`src/design/sdcu_pkg.sv`:
```
// Shared types, register indexes, reset defaults and address tables for the Super I/O decoder.
`default_nettype none

package sdcu_pkg;

   // Register indexes with special meaning.
   localparam logic [4:0] IDX_FER     = 5'h00;
   localparam logic [4:0] IDX_FAR     = 5'h01;
   localparam logic [4:0] IDX_PTR     = 5'h02;
   localparam logic [4:0] IDX_SID     = 5'h08;
   localparam logic [4:0] IDX_ASC     = 5'h09;
   localparam logic [4:0] IDX_GPBA    = 5'h0f;
   localparam logic [4:0] IDX_GPEN    = 5'h12;
   localparam logic [4:0] IDX_LPTBA   = 5'h19;
   localparam logic [4:0] IDX_PNP0    = 5'h1b;
   localparam logic [4:0] IDX_PNP1    = 5'h1c;
   localparam logic [4:0] READ_LIMIT  = 5'h1c;

   // Special data values.
   localparam logic [7:0] FER_MAGIC   = 8'h08;
   localparam logic [7:0] FER_REMAP   = 8'h4b;
   localparam logic [7:0] FER_MASK    = 8'h5f;
   localparam logic [7:0] LPTBA_DFLT  = 8'hef;
   localparam logic [7:0] SID_VALUE   = 8'h70;
   localparam logic [7:0] OPEN_BUS    = 8'hff;

   // Decoded base addresses.
   localparam logic [9:0] LPT_PRI     = 10'h378;
   localparam logic [9:0] LPT_SEC     = 10'h278;
   localparam logic [9:0] COM1_BASE   = 10'h3f8;
   localparam logic [9:0] COM2_BASE   = 10'h2f8;
   localparam logic [9:0] FDC_PRI     = 10'h3f0;
   localparam logic [9:0] FDC_SEC     = 10'h370;
   localparam logic [2:0] IRQ_THREE   = 3'd3;
   localparam logic [2:0] IRQ_FOUR    = 3'd4;

   // One bus access.
   typedef struct packed {
      logic       func;
      logic       port_sel;
      logic [7:0] write_data;
   } req_type;

   // One result.
   typedef struct packed {
      logic [7:0] read_data;
      logic [9:0] lpt_base;
      logic [9:0] uart_one_base;
      logic [2:0] uart_one_irq;
      logic [9:0] uart_two_base;
      logic [2:0] uart_two_irq;
      logic [9:0] fdc_base;
      logic       fdc_enhanced;
      logic       densel_polarity;
      logic [9:0] gpio_base;
      logic [1:0] gpio_enables;
   } rsp_type;

   // Registers that feed the resource decode.
   typedef struct packed {
      logic [7:0] fer;
      logic [7:0] far;
      logic [7:0] ptr;
      logic [7:0] asc;
      logic [7:0] gpba;
      logic [7:0] gpen;
      logic [7:0] lptba;
      logic [7:0] pnp0;
      logic [7:0] pnp1;
   } dec_regs_type;

   // Power-on value of each configuration register.
   function automatic logic [7:0] reset_value(input logic [4:0] idx);
      logic [7:0] val;
      case (idx)
         5'h00:   val = 8'h0b;
         5'h01:   val = 8'h01;
         5'h03:   val = 8'h01;
         5'h05:   val = 8'h0d;
         5'h08:   val = 8'h70;
         5'h09:   val = 8'hc0;
         5'h0b:   val = 8'h80;
         5'h0f:   val = 8'h1e;
         5'h12:   val = 8'h30;
         5'h19:   val = 8'hef;
         default: val = 8'h00;
      endcase
      return val;
   endfunction

   // Third UART address choice, selected by the high bits of the address register.
   function automatic logic [9:0] uart_third(input logic [1:0] hi);
      logic [9:0] val;
      case (hi)
         2'd0:    val = 10'h3e8;
         2'd1:    val = 10'h338;
         2'd2:    val = 10'h2e8;
         default: val = 10'h220;
      endcase
      return val;
   endfunction

   // Fourth UART address choice.
   function automatic logic [9:0] uart_fourth(input logic [1:0] hi);
      logic [9:0] val;
      case (hi)
         2'd0:    val = 10'h2e8;
         2'd1:    val = 10'h238;
         2'd2:    val = 10'h2e0;
         default: val = 10'h228;
      endcase
      return val;
   endfunction

endpackage

`default_nettype wire

```
`src/design/sdcu_if.sv`:
```
// Valid/ready channel interfaces for bus accesses and results.
`default_nettype none

interface sdcu_req_if;
   logic       valid;
   logic       ready;
   logic       func;
   logic       port_sel;
   logic [7:0] write_data;

   modport source (output valid, output func, output port_sel, output write_data,
                   input ready);
   modport sink   (input valid, input func, input port_sel, input write_data,
                   output ready);
endinterface

interface sdcu_rsp_if;
   logic       valid;
   logic       ready;
   logic [7:0] read_data;
   logic [9:0] lpt_base;
   logic [9:0] uart_one_base;
   logic [2:0] uart_one_irq;
   logic [9:0] uart_two_base;
   logic [2:0] uart_two_irq;
   logic [9:0] fdc_base;
   logic       fdc_enhanced;
   logic       densel_polarity;
   logic [9:0] gpio_base;
   logic [1:0] gpio_enables;

   modport source (output valid, output read_data, output lpt_base, output uart_one_base,
                   output uart_one_irq, output uart_two_base, output uart_two_irq,
                   output fdc_base, output fdc_enhanced, output densel_polarity,
                   output gpio_base, output gpio_enables, input ready);
   modport sink   (input valid, input read_data, input lpt_base, input uart_one_base,
                   input uart_one_irq, input uart_two_base, input uart_two_irq,
                   input fdc_base, input fdc_enhanced, input densel_polarity,
                   input gpio_base, input gpio_enables, output ready);
endinterface

`default_nettype wire

```
`src/design/sdcu_regfile.sv`:
```
// Index/data access state machine and configuration register file.
`default_nettype none

module sdcu_regfile #(
   parameter int NUM_REGS = 29
) (
   input  wire logic                  clock,
   input  wire logic                  reset,
   input  wire logic                  accept,
   input  wire sdcu_pkg::req_type     req,
   output      logic [7:0]            read_data,
   output      sdcu_pkg::dec_regs_type dec_next
);

   localparam logic [5:0] NumRegsW = 6'(NUM_REGS);

   logic [4:0] index_ff, index_in;
   logic       armed_ff, armed_in;
   logic [7:0] file_ff [NUM_REGS];
   logic [7:0] file_in [NUM_REGS];
   logic [7:0] wval;
   logic       store_ok;

   // Value an armed data write would store, after the register 0 remap and mask.
   always_comb begin
      wval = req.write_data;
      if (index_ff == sdcu_pkg::IDX_FER) begin
         if (req.write_data == sdcu_pkg::FER_MAGIC) begin
            wval = sdcu_pkg::FER_REMAP;
         end
         wval = wval & sdcu_pkg::FER_MASK;
      end
   end

   // Armed writes are dropped beyond the file, at the ID register and at a locked base.
   assign store_ok = ({1'b0, index_ff} < NumRegsW) && (index_ff != sdcu_pkg::IDX_SID) &&
                     !((index_ff == sdcu_pkg::IDX_LPTBA) &&
                       !file_ff[sdcu_pkg::IDX_PNP0][6]);

   // Next state of index, unlock and register file for the access in flight.
   always_comb begin
      index_in = index_ff;
      armed_in = armed_ff;
      file_in  = file_ff;
      if (accept) begin
         if (!req.func) begin
            armed_in = 1'b0;
         end else if (!req.port_sel) begin
            index_in = req.write_data[4:0];
            armed_in = 1'b0;
         end else if (!armed_ff) begin
            armed_in = 1'b1;
         end else begin
            armed_in = 1'b0;
            if (store_ok) begin
               file_in[index_ff] = wval;
               if ((index_ff == sdcu_pkg::IDX_PNP0) &&
                   (((file_ff[sdcu_pkg::IDX_PNP0] ^ wval) & 8'h70) != 8'h00) &&
                   !wval[6]) begin
                  file_in[sdcu_pkg::IDX_LPTBA] = sdcu_pkg::LPTBA_DFLT;
               end
            end
         end
      end
   end

   // Read data for the access in flight.
   always_comb begin
      read_data = 8'h00;
      if (!req.func) begin
         if (!req.port_sel) begin
            read_data = {3'b000, index_ff};
         end else if (index_ff == sdcu_pkg::IDX_SID) begin
            read_data = sdcu_pkg::SID_VALUE;
         end else if (index_ff < sdcu_pkg::READ_LIMIT) begin
            read_data = file_ff[index_ff];
         end else begin
            read_data = sdcu_pkg::OPEN_BUS;
         end
      end
   end

   // Registers the decode looks at, taken after this access.
   always_comb begin
      dec_next.fer   = file_in[sdcu_pkg::IDX_FER];
      dec_next.far   = file_in[sdcu_pkg::IDX_FAR];
      dec_next.ptr   = file_in[sdcu_pkg::IDX_PTR];
      dec_next.asc   = file_in[sdcu_pkg::IDX_ASC];
      dec_next.gpba  = file_in[sdcu_pkg::IDX_GPBA];
      dec_next.gpen  = file_in[sdcu_pkg::IDX_GPEN];
      dec_next.lptba = file_in[sdcu_pkg::IDX_LPTBA];
      dec_next.pnp0  = file_in[sdcu_pkg::IDX_PNP0];
      dec_next.pnp1  = file_in[sdcu_pkg::IDX_PNP1];
   end

   // State registers; reset loads the documented defaults.
   always_ff @(posedge clock) begin
      if (reset) begin
         index_ff <= 5'd0;
         armed_ff <= 1'b0;
         for (int i = 0; i < NUM_REGS; i++) begin
            file_ff[i] <= sdcu_pkg::reset_value(5'(i));
         end
      end else begin
         index_ff <= index_in;
         armed_ff <= armed_in;
         file_ff  <= file_in;
      end
   end

endmodule

`default_nettype wire

```
`src/design/sdcu_decode.sv`:
```
// Resource decode: turns the configuration registers into base addresses and IRQs.
`default_nettype none

module sdcu_decode (
   input  wire sdcu_pkg::dec_regs_type regs,
   input  wire logic [7:0]             read_data,
   output      sdcu_pkg::rsp_type      rsp
);

   logic [2:0] irq_one_fer, irq_one_pnp, irq_two_fer, irq_two_pnp;
   logic [9:0] lpt_base;
   logic [9:0] uart_one_base;
   logic [9:0] uart_two_base;
   logic [9:0] fdc_base;

   // Parallel port base.
   always_comb begin
      lpt_base = 10'd0;
      if (regs.fer[0]) begin
         if (regs.pnp0[4]) begin
            lpt_base = regs.pnp0[5] ? sdcu_pkg::LPT_SEC : sdcu_pkg::LPT_PRI;
         end else begin
            case (regs.far[1:0])
               2'd0:    lpt_base = sdcu_pkg::LPT_PRI;
               2'd1:    lpt_base = {regs.lptba, 2'b00};
               2'd2:    lpt_base = sdcu_pkg::LPT_SEC;
               default: lpt_base = 10'd0;
            endcase
         end
      end
   end

   // UART bases from the two-bit selects and the shared high-address field.
   always_comb begin
      uart_one_base = 10'd0;
      if (regs.fer[1]) begin
         case (regs.far[3:2])
            2'd0:    uart_one_base = sdcu_pkg::COM1_BASE;
            2'd1:    uart_one_base = sdcu_pkg::COM2_BASE;
            2'd2:    uart_one_base = sdcu_pkg::uart_third(regs.far[7:6]);
            default: uart_one_base = sdcu_pkg::uart_fourth(regs.far[7:6]);
         endcase
      end
      uart_two_base = 10'd0;
      if (regs.fer[2]) begin
         case (regs.far[5:4])
            2'd0:    uart_two_base = sdcu_pkg::COM1_BASE;
            2'd1:    uart_two_base = sdcu_pkg::COM2_BASE;
            2'd2:    uart_two_base = sdcu_pkg::uart_third(regs.far[7:6]);
            default: uart_two_base = sdcu_pkg::uart_fourth(regs.far[7:6]);
         endcase
      end
   end

   // UART IRQs: plug-and-play routing overrides the address-derived default.
   assign irq_one_fer = regs.far[2] ? sdcu_pkg::IRQ_THREE : sdcu_pkg::IRQ_FOUR;
   assign irq_two_fer = regs.far[4] ? sdcu_pkg::IRQ_THREE : sdcu_pkg::IRQ_FOUR;
   assign irq_one_pnp = regs.pnp1[2] ? sdcu_pkg::IRQ_FOUR : sdcu_pkg::IRQ_THREE;
   assign irq_two_pnp = regs.pnp1[6] ? sdcu_pkg::IRQ_FOUR : sdcu_pkg::IRQ_THREE;

   // Floppy controller is off when disabled or powered down.
   assign fdc_base = (!regs.fer[3] || regs.ptr[0]) ? 10'd0 :
                     (regs.fer[5] ? sdcu_pkg::FDC_SEC : sdcu_pkg::FDC_PRI);

   // Assemble the result: read data, decoded bases, mode bits and GPIO decode.
   always_comb begin
      rsp.read_data       = read_data;
      rsp.lpt_base        = lpt_base;
      rsp.uart_one_base   = uart_one_base;
      rsp.uart_one_irq    = regs.pnp1[0] ? irq_one_pnp : irq_one_fer;
      rsp.uart_two_base   = uart_two_base;
      rsp.uart_two_irq    = regs.pnp1[0] ? irq_two_pnp : irq_two_fer;
      rsp.fdc_base        = fdc_base;
      rsp.fdc_enhanced    = regs.asc[2];
      rsp.densel_polarity = regs.asc[6];
      rsp.gpio_base       = {regs.gpba, 2'b00};
      rsp.gpio_enables    = regs.gpen[5:4];
   end

endmodule

`default_nettype wire

```
`src/design/superio_config_decoder_unit.sv`:
```
// Top level of the Super I/O configuration decoder.
//
// Usage: each transfer on req_bus is one bus access: func selects read or write
// and port_sel selects the index port or the data port. An index write selects
// a register; data writes must come in pairs (the first arms the unlock, the
// second stores) and any read disarms the unlock. Each access produces exactly
// one transfer on rsp_bus carrying the read byte (zero on writes) and the
// resource decode of the register file as it stands after that access.
// The access is applied to the register file and the result register is loaded
// at the accepting edge. Throughput is one access per cycle while rsp_bus takes
// results, set by the single result register; req_bus.ready stays high while the
// result register is empty or is being drained in the same cycle.
// When rsp_bus stalls, the held result stays stable and one more access is not
// taken until it drains. Synchronous reset empties the result register, clears
// the index and the unlock, and loads the register defaults.
`default_nettype none

module superio_config_decoder_unit #(
   parameter int NUM_REGS = 29
) (
   input wire logic    clock,
   input wire logic    reset,
   sdcu_req_if.sink    req_bus,
   sdcu_rsp_if.source  rsp_bus
);

   sdcu_pkg::req_type      req;
   sdcu_pkg::dec_regs_type dec_next;
   sdcu_pkg::rsp_type      rsp_in;
   sdcu_pkg::rsp_type      rsp_ff;
   logic                   rsp_valid_ff, rsp_valid_in;
   logic                   accept;
   logic [7:0]             read_data;

   // Handshake: take an access whenever the result register can be freed.
   assign req_bus.ready = !rsp_valid_ff || rsp_bus.ready;
   assign accept        = req_bus.valid && req_bus.ready;

   assign req = '{func:       req_bus.func,
                  port_sel:   req_bus.port_sel,
                  write_data: req_bus.write_data};

   sdcu_regfile #(
      .NUM_REGS (NUM_REGS)
   ) u_regfile (
      .clock     (clock),
      .reset     (reset),
      .accept    (accept),
      .req       (req),
      .read_data (read_data),
      .dec_next  (dec_next)
   );

   sdcu_decode u_decode (
      .regs      (dec_next),
      .read_data (read_data),
      .rsp       (rsp_in)
   );

   // Result register.
   assign rsp_valid_in = accept || (rsp_valid_ff && !rsp_bus.ready);

   always_ff @(posedge clock) begin
      if (reset) begin
         rsp_valid_ff <= 1'b0;
      end else begin
         rsp_valid_ff <= rsp_valid_in;
      end
   end

   always_ff @(posedge clock) begin
      if (accept) begin
         rsp_ff <= rsp_in;
      end
   end

   // Result transfer outputs.
   assign rsp_bus.valid           = rsp_valid_ff;
   assign rsp_bus.read_data       = rsp_ff.read_data;
   assign rsp_bus.lpt_base        = rsp_ff.lpt_base;
   assign rsp_bus.uart_one_base   = rsp_ff.uart_one_base;
   assign rsp_bus.uart_one_irq    = rsp_ff.uart_one_irq;
   assign rsp_bus.uart_two_base   = rsp_ff.uart_two_base;
   assign rsp_bus.uart_two_irq    = rsp_ff.uart_two_irq;
   assign rsp_bus.fdc_base        = rsp_ff.fdc_base;
   assign rsp_bus.fdc_enhanced    = rsp_ff.fdc_enhanced;
   assign rsp_bus.densel_polarity = rsp_ff.densel_polarity;
   assign rsp_bus.gpio_base       = rsp_ff.gpio_base;
   assign rsp_bus.gpio_enables    = rsp_ff.gpio_enables;

endmodule

`default_nettype wire

```
`src/flat_wrapper.sv`:
```
// flat-port wrapper written by rule: the top's interface ports become plain ports
module superio_config_decoder_unit_flat 
#(
   parameter int NUM_REGS = 29
)
  (clock, reset, req_bus_valid, req_bus_func, req_bus_port_sel, req_bus_write_data, req_bus_ready, rsp_bus_valid, rsp_bus_read_data, rsp_bus_lpt_base, rsp_bus_uart_one_base, rsp_bus_uart_one_irq, rsp_bus_uart_two_base, rsp_bus_uart_two_irq, rsp_bus_fdc_base, rsp_bus_fdc_enhanced, rsp_bus_densel_polarity, rsp_bus_gpio_base, rsp_bus_gpio_enables, rsp_bus_ready);
  sdcu_req_if req_bus_i ();
  sdcu_rsp_if rsp_bus_i ();
  input wire logic clock;
  input wire logic reset;
  input wire logic [$bits(req_bus_i.valid)-1:0] req_bus_valid;
  input wire logic [$bits(req_bus_i.func)-1:0] req_bus_func;
  input wire logic [$bits(req_bus_i.port_sel)-1:0] req_bus_port_sel;
  input wire logic [$bits(req_bus_i.write_data)-1:0] req_bus_write_data;
  output wire logic [$bits(req_bus_i.ready)-1:0] req_bus_ready;
  output wire logic [$bits(rsp_bus_i.valid)-1:0] rsp_bus_valid;
  output wire logic [$bits(rsp_bus_i.read_data)-1:0] rsp_bus_read_data;
  output wire logic [$bits(rsp_bus_i.lpt_base)-1:0] rsp_bus_lpt_base;
  output wire logic [$bits(rsp_bus_i.uart_one_base)-1:0] rsp_bus_uart_one_base;
  output wire logic [$bits(rsp_bus_i.uart_one_irq)-1:0] rsp_bus_uart_one_irq;
  output wire logic [$bits(rsp_bus_i.uart_two_base)-1:0] rsp_bus_uart_two_base;
  output wire logic [$bits(rsp_bus_i.uart_two_irq)-1:0] rsp_bus_uart_two_irq;
  output wire logic [$bits(rsp_bus_i.fdc_base)-1:0] rsp_bus_fdc_base;
  output wire logic [$bits(rsp_bus_i.fdc_enhanced)-1:0] rsp_bus_fdc_enhanced;
  output wire logic [$bits(rsp_bus_i.densel_polarity)-1:0] rsp_bus_densel_polarity;
  output wire logic [$bits(rsp_bus_i.gpio_base)-1:0] rsp_bus_gpio_base;
  output wire logic [$bits(rsp_bus_i.gpio_enables)-1:0] rsp_bus_gpio_enables;
  input wire logic [$bits(rsp_bus_i.ready)-1:0] rsp_bus_ready;
  assign req_bus_i.valid = req_bus_valid;
  assign req_bus_i.func = req_bus_func;
  assign req_bus_i.port_sel = req_bus_port_sel;
  assign req_bus_i.write_data = req_bus_write_data;
  assign req_bus_ready = req_bus_i.ready;
  assign rsp_bus_valid = rsp_bus_i.valid;
  assign rsp_bus_read_data = rsp_bus_i.read_data;
  assign rsp_bus_lpt_base = rsp_bus_i.lpt_base;
  assign rsp_bus_uart_one_base = rsp_bus_i.uart_one_base;
  assign rsp_bus_uart_one_irq = rsp_bus_i.uart_one_irq;
  assign rsp_bus_uart_two_base = rsp_bus_i.uart_two_base;
  assign rsp_bus_uart_two_irq = rsp_bus_i.uart_two_irq;
  assign rsp_bus_fdc_base = rsp_bus_i.fdc_base;
  assign rsp_bus_fdc_enhanced = rsp_bus_i.fdc_enhanced;
  assign rsp_bus_densel_polarity = rsp_bus_i.densel_polarity;
  assign rsp_bus_gpio_base = rsp_bus_i.gpio_base;
  assign rsp_bus_gpio_enables = rsp_bus_i.gpio_enables;
  assign rsp_bus_i.ready = rsp_bus_ready;
  superio_config_decoder_unit #(.NUM_REGS(NUM_REGS)) u_core (.clock(clock), .reset(reset), .req_bus(req_bus_i), .rsp_bus(rsp_bus_i));
endmodule
```
`config.mk`:
```
export PLATFORM = sky130hd
export DESIGN_NAME = superio_config_decoder_unit_flat
export DESIGN_NICKNAME = d
export VERILOG_FILES = /design/src/design/sdcu_pkg.sv /design/src/design/sdcu_if.sv /design/src/design/sdcu_regfile.sv /design/src/design/sdcu_decode.sv /design/src/design/superio_config_decoder_unit.sv /design/src/flat_wrapper.sv
export SDC_FILE = /design/constraint.sdc
export NUM_CORES = 1
export LEC_CHECK = 0
export BUFFER_PORTS_ARGS = -buffer_cell sky130_fd_sc_hd__buf_2
export CORE_MARGIN = 3
export CORE_UTILIZATION = 40
export DETAILED_ROUTE_END_ITERATION = 16
export MAX_ROUTING_LAYER = met4
export RECOVER_POWER = 50
export SETUP_SLACK_MARGIN = 0.3
export SKIP_LAST_GASP = 1
export SLEW_MARGIN = 20
export SYNTH_ARGS = -nofsm -noshare
export SYNTH_HDL_FRONTEND = slang
export SYNTH_SLANG_ARGS = --single-unit
```
`constraint.sdc`:
```
create_clock -name clock -period 4.85 [get_ports clock]
set_clock_uncertainty 0.05 [all_clocks]
set_input_delay 0.485 -clock clock [delete_from_list [all_inputs] [get_ports clock]]
set_output_delay 0.485 -clock clock [all_outputs]
set_load 0.02 [all_outputs]
```
* Word-level counts from Yosys, hierarchy flattened
Cells that the tools add are included.
Word-level totals: bits in registers 305, bits of input ports 14, output and inout port bits 70, logic and storage cells 132
Cells by class: magnitude comparators 4, equal/unequal tests 13, multiplexer cells 34, bitwise operators 3, reductions and logical operators 27
Operators by type and width (number):
- 230-bit two-way mux | 5
- 232-bit bitwise mux | 1
- 10-bit case mux with 3 select lines | 2
- 8-bit two-way mux | 7
- 9-bit case mux with 3 select lines | 2
- 8-bit binary-select mux with 5-bit select | 1
- 8-bit demux with 5-bit select | 1
- 8-bit case mux with 3 select lines | 1
- 3-bit two-way mux | 6
- 7-bit two-way mux | 2
- 5-bit equality test (second input constant) | 2
- 5-bit < comparator (second input constant) | 2
- 10-bit two-way mux | 1
- 9-bit two-way mux | 1
- 2-bit by 1-bit equality test with 1-bit output (second input constant) | 4
- 2-bit equality test (second input constant) | 4
- 8-bit by 4-bit equality test with 1-bit output (second input constant) | 1
- 1-bit logical AND | 8
- 2-bit zero test | 4
- 8-bit nonzero test | 1
- 7-bit XOR | 1
- 6-bit >= comparator (second input constant) | 1
- 1-bit zero test | 6
- 6-bit by 1-bit < comparator with 1-bit output (second input constant) | 1
- other kinds (12) | 16

* Logic depth before layout (Yosys ltp)
depth after elaboration 16, mapped depth 10, mapped depth without buffers 7

* Modules after synthesis
From an unflattened synthesis, not the netlist that was laid out.
Second synthesis, totals: cell total of the unflattened synthesis 1331, area, all modules 13744.4 µm²
By module, submodules not included:
- sdcu_regfile | instances 1, cells each 1173, area an instance 11034.3 µm²
- superio_config_decoder_unit | instances 1, cells each 73, area an instance 2097.0 µm²
- sdcu_decode | instances 1, cells each 85, area an instance 613.1 µm²

* Least setup slack after synthesis
OpenSTA, ideal clock, no wires.
path type reg-to-reg, start register u_core.rsp_valid_ff, in the netlist u_core.rsp_bus.valid, end register u_core.u_regfile.armed_ff, setup time 0.065 ns, arrival time 3.028 ns, required time 4.735 ns, slack 1.706 ns, cell stages (with the launch flop) 6, buffers on the path 0, period minus slack after synthesis 3.144 ns, cell sequence dfxtp_1 > nor2b_2 > nor2_1 > nand3_1 > mux2_2 > nor2_1
On the way: cells in the longest elaborated chain, start to end 3
RTL lines:
- from (decl) | RTL line superio_config_decoder_unit.sv:31 | logic rsp_valid_ff, rsp_valid_in;
- from (signal assigned) | RTL line superio_config_decoder_unit.sv:67 | rsp_valid_ff <= rsp_valid_in;
- 1-bit zero test | RTL line superio_config_decoder_unit.sv:36 | assign req_bus.ready = !rsp_valid_ff || rsp_bus.ready;
- 1-bit logical OR | RTL line superio_config_decoder_unit.sv:36
- 1-bit logical AND | RTL line superio_config_decoder_unit.sv:37 | assign accept = req_bus.valid && req_bus.ready;
- net u_core.accept | RTL line superio_config_decoder_unit.sv:32 | logic accept;
- to (signal assigned) | RTL line sdcu_regfile.sv:106 | armed_ff <= armed_in;
- to (decl) | RTL line sdcu_regfile.sv:18 | logic armed_ff, armed_in;
The timed path passes the listed nets, and every way through them passes these cells. A chain may end at the register's enable or synchronous reset.

* Worst setup path after layout
start register u_core.u_regfile.index_ff[3], end register u_core.rsp_ff, in the netlist u_core.rsp_bus.lpt_base[9] (data pin)
On the way: cells in the longest elaborated chain, start to end 14
RTL lines:
- from (decl) | RTL line sdcu_regfile.sv:17 | logic [4:0] index_ff, index_in;
- from (signal assigned) | RTL line sdcu_regfile.sv:105 | index_ff <= index_in;
- 5-bit NOT with 6-bit output (implied by the code) / 5-bit zero test (equally long branches) | RTL line sdcu_regfile.sv:56, sdcu_regfile.sv:27
- 6-bit >= comparator (implied by the code), or another cell as far along | RTL line sdcu_regfile.sv:56 | file_in[index_ff] = wval;
- 1-bit logical AND (implied by the code) / 7-bit XOR (equally long branches) | RTL line sdcu_regfile.sv:56, sdcu_regfile.sv:58
- 8-bit two-way mux (implied by the code) / 8-bit nonzero test (equally long branches) | RTL line sdcu_regfile.sv:56, sdcu_regfile.sv:58
- 8-bit demux with 5-bit select / 1-bit logical AND (equally long branches) | RTL line sdcu_regfile.sv:56, sdcu_regfile.sv:57
- 232-bit bitwise mux / 1-bit logical AND (equally long branches) | RTL line sdcu_regfile.sv:56, sdcu_regfile.sv:58
- 230-bit two-way mux (*) | RTL line sdcu_regfile.sv:55 | if (store_ok) begin
- 230-bit two-way mux (*) | RTL line sdcu_regfile.sv:51 | end else if (!armed_ff) begin
- 230-bit two-way mux (*) | RTL line sdcu_regfile.sv:48 | end else if (!req.port_sel) begin
- 230-bit two-way mux (*) | RTL line sdcu_regfile.sv:46 | if (!req.func) begin
- 230-bit two-way mux (*) | RTL line sdcu_regfile.sv:45 | if (accept) begin
- 2-bit equality test, or another cell as far along | RTL line sdcu_decode.sv:23 | case (regs.far[1:0])
- 10-bit case mux with 3 select lines | RTL line sdcu_decode.sv:23
- 10-bit two-way mux | RTL line sdcu_decode.sv:20 | if (regs.pnp0[4]) begin
- to (signal assigned) | RTL line superio_config_decoder_unit.sv:73 | rsp_ff <= rsp_in;
- to (decl) | RTL line superio_config_decoder_unit.sv:30 | sdcu_pkg::rsp_type rsp_ff;
Mark *: on every way between the ends. The rest lies on a longest branch, timed or not.

==> impl_table.tex <==
\begin{tabular}{lr}
\hline
Metric & Value \\
\hline
\multicolumn{2}{l}{\textbf{Critical path}} \\
Startpoint of the worst register-to-register path & u\_core.u\_regfile.index\_ff[3] \\
Length in cells of the worst reg-to-reg path & 6 \\
Beginning of the critical path & u\_core.u\_regfile.index\_ff[3] \\
Flop-to-flop setup slack & between 1000 and 1500 ps \\
Slowest stage cell, crit path & sky130\_fd\_sc\_hd\_\_nor2\_1 \\
Worst Path Class, Setup & flip-flop to flip-flop \\
Reg-to-Reg End & u\_core.rsp\_bus.lpt\_base[9] \\
CP Max Fanout & 21 \\
Critical path required time & $\sim$5200 ps \\
Critical path, cell by cell & nor2\_1, nand2\_1, nor2\_1, a2bb2oi\_1, nand2\_1, o31ai\_2 \\
Delay of the slowest cell on the worst path & 800 ps \\
Sort of element at the start of the critical path & flip-flop \\
Critical Path Sink Type & flip-flop \\
Arrival @ worst endpoint & approximately 4000 ps \\
\multicolumn{2}{l}{\textbf{Synth}} \\
Most frequently used cell type in the post-synthesis netlist & sky130\_fd\_sc\_hd\_\_dfxtp\_1 \\
Post-synth EDFFs & 44 \\
Commonest cells in the synthesized netlist & sky130\_fd\_sc\_hd\_\_dfxtp\_1 (231), sky130\_fd\_sc\_hd\_\_nand2\_1 (197), sky130\_fd\_sc\_hd\_\_nor2\_1 (170) \\
Fraction of registers with async set/reset & 0 \\
Unique masters post-synth & 76 \\
Synth top area cells & sky130\_fd\_sc\_hd\_\_dfxtp\_1 (37\%), sky130\_fd\_sc\_hd\_\_edfxtp\_1 (11\%), sky130\_fd\_sc\_hd\_\_mux4\_2 (9.6\%) \\
Synthesized area per cell & 9.76 um2 \\
Synthesis warning total & 0 \\
Sequential share of the synthesized area & 0.479 \\
Cell taking the most area after synthesis & sky130\_fd\_sc\_hd\_\_dfxtp\_1 \\
Number of synthesized register bits & around 280 \\
Total standard cell area after synthesis & $\sim$12,000 um2 \\
Number of instances in the synthesized netlist & between 1k and 1.5k \\
Area share of the largest cell type after synthesis & 0.373 \\
Synth Flop Type & sky130\_fd\_sc\_hd\_\_dfxtp\_1 \\
\multicolumn{2}{l}{\textbf{Clock network}} \\
Clock transition at the registers of the reported paths & roughly 60 ps \\
Cell at the root of the clock tree & sky130\_fd\_sc\_hd\_\_clkbuf\_16 \\
Max clock buf depth & 3 \\
Htree depth & 1 \\
Count of instances resized after the clock tree is built & 0 \\
Setup Buffers After CTS & 0 \\
Clock buffers created by TritonCTS & 29 \\
Clock latency reported for the late side of the worst-skew pair & around 560 ps \\
TritonCTS clock tree & yes \\
Total number of clock tree sinks & around 280 \\
Number of buffers inserted by hold repair at cts & 0 \\
\multicolumn{2}{l}{\textbf{Timing}} \\
Fmax achieved & roughly 0.27 GHz \\
Final number of hold-violating endpoints & 0 \\
Portion of the clock cycle consumed by the worst path in the final layout & 0.753 \\
Max Transition Viols Final & about 140 \\
Worst Hold Margin & $\sim$220 ps \\
Setup repair after global routing missed its margin & no \\
Transition time at the pin with the least slew margin & 2490 ps \\
Total negative slack & 0 ps \\
Final Critical Period & roughly 3700 ps \\
Setup-failing EPs final & 0 \\
Relative max-transition margin & -0.657 \\
\multicolumn{2}{l}{\textbf{Pwr}} \\
Power density relative to cell area & around 350 nW/um2 \\
Leakage & roughly 4.4 nW \\
Maximum resistive drop on vdd & approximately 0.21 mV \\
\multicolumn{2}{l}{\textbf{Global route}} \\
Antenna violations before repair & 0 \\
Total overflow reported by the global router & 0 \\
First-pass GRT wire length & $\sim$54,000 um \\
Pin count of the biggest net entering global routing & approximately 120 \\
Overall fraction of global-route tracks in use & 0.212 \\
Number of global-route vias before repair & about 9.1k \\
\multicolumn{2}{l}{\textbf{Layout}} \\
Number of nets in the finished design & $\sim$1.3k \\
Diodes inserted & 0 \\
Share of cells above drive strength 1 & 0.133 \\
Syn-to-layout area delta & 9.18\% \\
\multicolumn{2}{l}{\textbf{Job}} \\
Max cap viols & 2 \\
\multicolumn{2}{l}{\textbf{Routing}} \\
Aggregate routed wire length & 35,200 um \\
DRC violations left & 0 \\
Number of design-rule violations left by the first detailed-router iteration & 964 \\
Mean routed wirelength per cell & between 20 and 25 um \\
Via count normalized by instance count & between 5 and 6 \\
Post-route antenna net violation count & 0 \\
Via count & about 9.6k \\
First-pass DRT Iterations & 6 \\
\multicolumn{2}{l}{\textbf{Die}} \\
Number of core rows & 63 \\
Top-level I/O count & between 80 and 90 \\
Initial core utilization & 0.412 \\
Die Footprint & 33,200 um2 \\
Core ar. & 30,100 um2 \\
Die extent in x & between 150 and 200 um \\
Height of the chip & roughly 180 um \\
\multicolumn{2}{l}{\textbf{Hold path}} \\
Hold EP & u\_core.u\_regfile.index\_ff[0] \\
Hold Crit Depth & 3 \\
Critical hold path startpoint & req\_bus\_write\_data[0] \\
Worst hold-check path type & primary input to flip-flop \\
\multicolumn{2}{l}{\textbf{Status}} \\
Run status & finished, violations left \\
Failing checks & max-capacitance violations, max-slew violations \\
\multicolumn{2}{l}{\textbf{Placed design}} \\
Post-detail-place hpwl & around 23,000 um \\
Final weighted congestion of routability-driven global placement & between 0.9 and 1 \\
Number of port buffers & between 60 and 70 \\
\hline
\end{tabular}
==> flip-flops by register name (all words and copies together) (netlist names) <==
register	cells
u_core.rsp_bus.densel_polarity	1
u_core.rsp_bus.fdc_base	2
u_core.rsp_bus.fdc_enhanced	1
u_core.rsp_bus.gpio_base	8
u_core.rsp_bus.gpio_enables	2
u_core.rsp_bus.lpt_base	8
u_core.rsp_bus.read_data	8
u_core.rsp_bus.uart_one_base	5
u_core.rsp_bus.uart_one_irq	2
u_core.rsp_bus.uart_two_base	5
u_core.rsp_bus.uart_two_irq	2
u_core.rsp_bus.valid	1
u_core.u_regfile.armed_ff	1
u_core.u_regfile.file_ff	224
u_core.u_regfile.index_ff	5
==> area by class of cell <==
type	count	area, um2
clock inverters	5	28.8
repair buffers	87	417
flip-flops and latches	275	5950
fillers	2873	16600
multi-input cells	879	5760
inverters	7	26.3
well taps	390	488
clock buffers	49	881
==> metrics by stage <==
stage	worst slack, ps	power, W	std cells	utilization	instance area, um2
CTS	1560	0.00476	1692	0.456	13700
detailed placement	1500	0.00264	1638	0.426	12800
global placement	1630	0.00264	1638	0.426	12800
floorplan	1710	0.00257	1285	-	12500
finish	1200	0.00472	1692	0.450	13600
global route	942	0.00487	1692	0.450	13600
==> power by group <==
| part | total (W) | switching, W | leakage (nW) | internal (W) |
|---|---|---|---|---|
| combinational | 0.000237 | 0.000180 | 1.75 | 0.0000565 |
| sequential | 0.00235 | 0.0000207 | 2.23 | 0.00233 |
| clock | 0.00213 | 0.000907 | 0.449 | 0.00123 |
==> cells in the final DEF (no fill, tap or decap), types with 4 or more instances in the layout <==
cell and count:
sky130_fd_sc_hd__nor3_2 12, sky130_fd_sc_hd__mux4_2 53, sky130_fd_sc_hd__a211oi_1 42, sky130_fd_sc_hd__or2_1 4
sky130_fd_sc_hd__buf_2 12, sky130_fd_sc_hd__o21ai_0 21, sky130_fd_sc_hd__clkbuf_1 73, sky130_fd_sc_hd__nand2_1 197
sky130_fd_sc_hd__or2_2 8, sky130_fd_sc_hd__nand4_1 4, sky130_fd_sc_hd__nand2b_1 8, sky130_fd_sc_hd__nand3_1 18
sky130_fd_sc_hd__and2_1 4, sky130_fd_sc_hd__nor3_1 18, sky130_fd_sc_hd__buf_4 11, sky130_fd_sc_hd__a221oi_1 4
sky130_fd_sc_hd__clkbuf_16 29, sky130_fd_sc_hd__mux2i_1 70, sky130_fd_sc_hd__clkbuf_8 8, sky130_fd_sc_hd__clkinv_2 4
sky130_fd_sc_hd__and3_1 6, sky130_fd_sc_hd__a22oi_1 10, sky130_fd_sc_hd__nor2_2 5, sky130_fd_sc_hd__nor2_1 174
sky130_fd_sc_hd__nor2b_1 22, sky130_fd_sc_hd__a31oi_1 10, sky130_fd_sc_hd__dfxtp_1 229, sky130_fd_sc_hd__mux2_2 7
sky130_fd_sc_hd__edfxtp_1 44, sky130_fd_sc_hd__a21oi_1 107, sky130_fd_sc_hd__conb_1 14, sky130_fd_sc_hd__inv_1 6
sky130_fd_sc_hd__o21ai_1 4
==> worst max path at each step <==
| stage | endpoint | slack, ps | cells after the start |
|---|---|---|---|
| 2_1_floorplan | u_core.u_regfile.armed_ff | 1710 | 5 |
| 3_3_place_gp | u_core.rsp_bus.lpt_base[4] | 1630 | 7 |
| 3_5_place_dp | u_core.rsp_bus.lpt_base[9] | 1500 | 6 |
| 4_1_cts | u_core.u_regfile.file_ff[110] | 1560 | 5 |
| 5_1_grt | u_core.rsp_bus.lpt_base[9] | 940 | 6 |
| 6_report | u_core.rsp_bus.lpt_base[9] | 1200 | 6 |
==> cells by family (layout without fill, tap and decap cells) <==
family          after synthesis  after routing  share of synthesized area
simple gates                502            502                      0.187
flops                       275            275                      0.479
compound gates              229            229                      0.116
buf+inv                     131            148                     0.0559
mux                         130            130                      0.159
xor+xnor                      4              4                    0.00282
other cells                   1             14                   0.000302
==> worst max-delay path, delay by kind of cell, from the launching register on <==
kind            cells  cell delay [ps]
simple gates        4             2080
flops               1              650
compound gates      2              690
==> routing by layer <==
layer / track usage / vias up / wire length [um] / part of all wire
met5: - / - / 0 / 0
met4: 0.0658 / 0 / 1250 / 0.036
met3: 0.0319 / 78 / 2530 / 0.072
met2: 0.337 / 390 / 16200 / 0.46
met1: 0.282 / 4669 / 15300 / 0.43
li1: - / 4430 / - / -
Power figures use the tool's default switching activity.
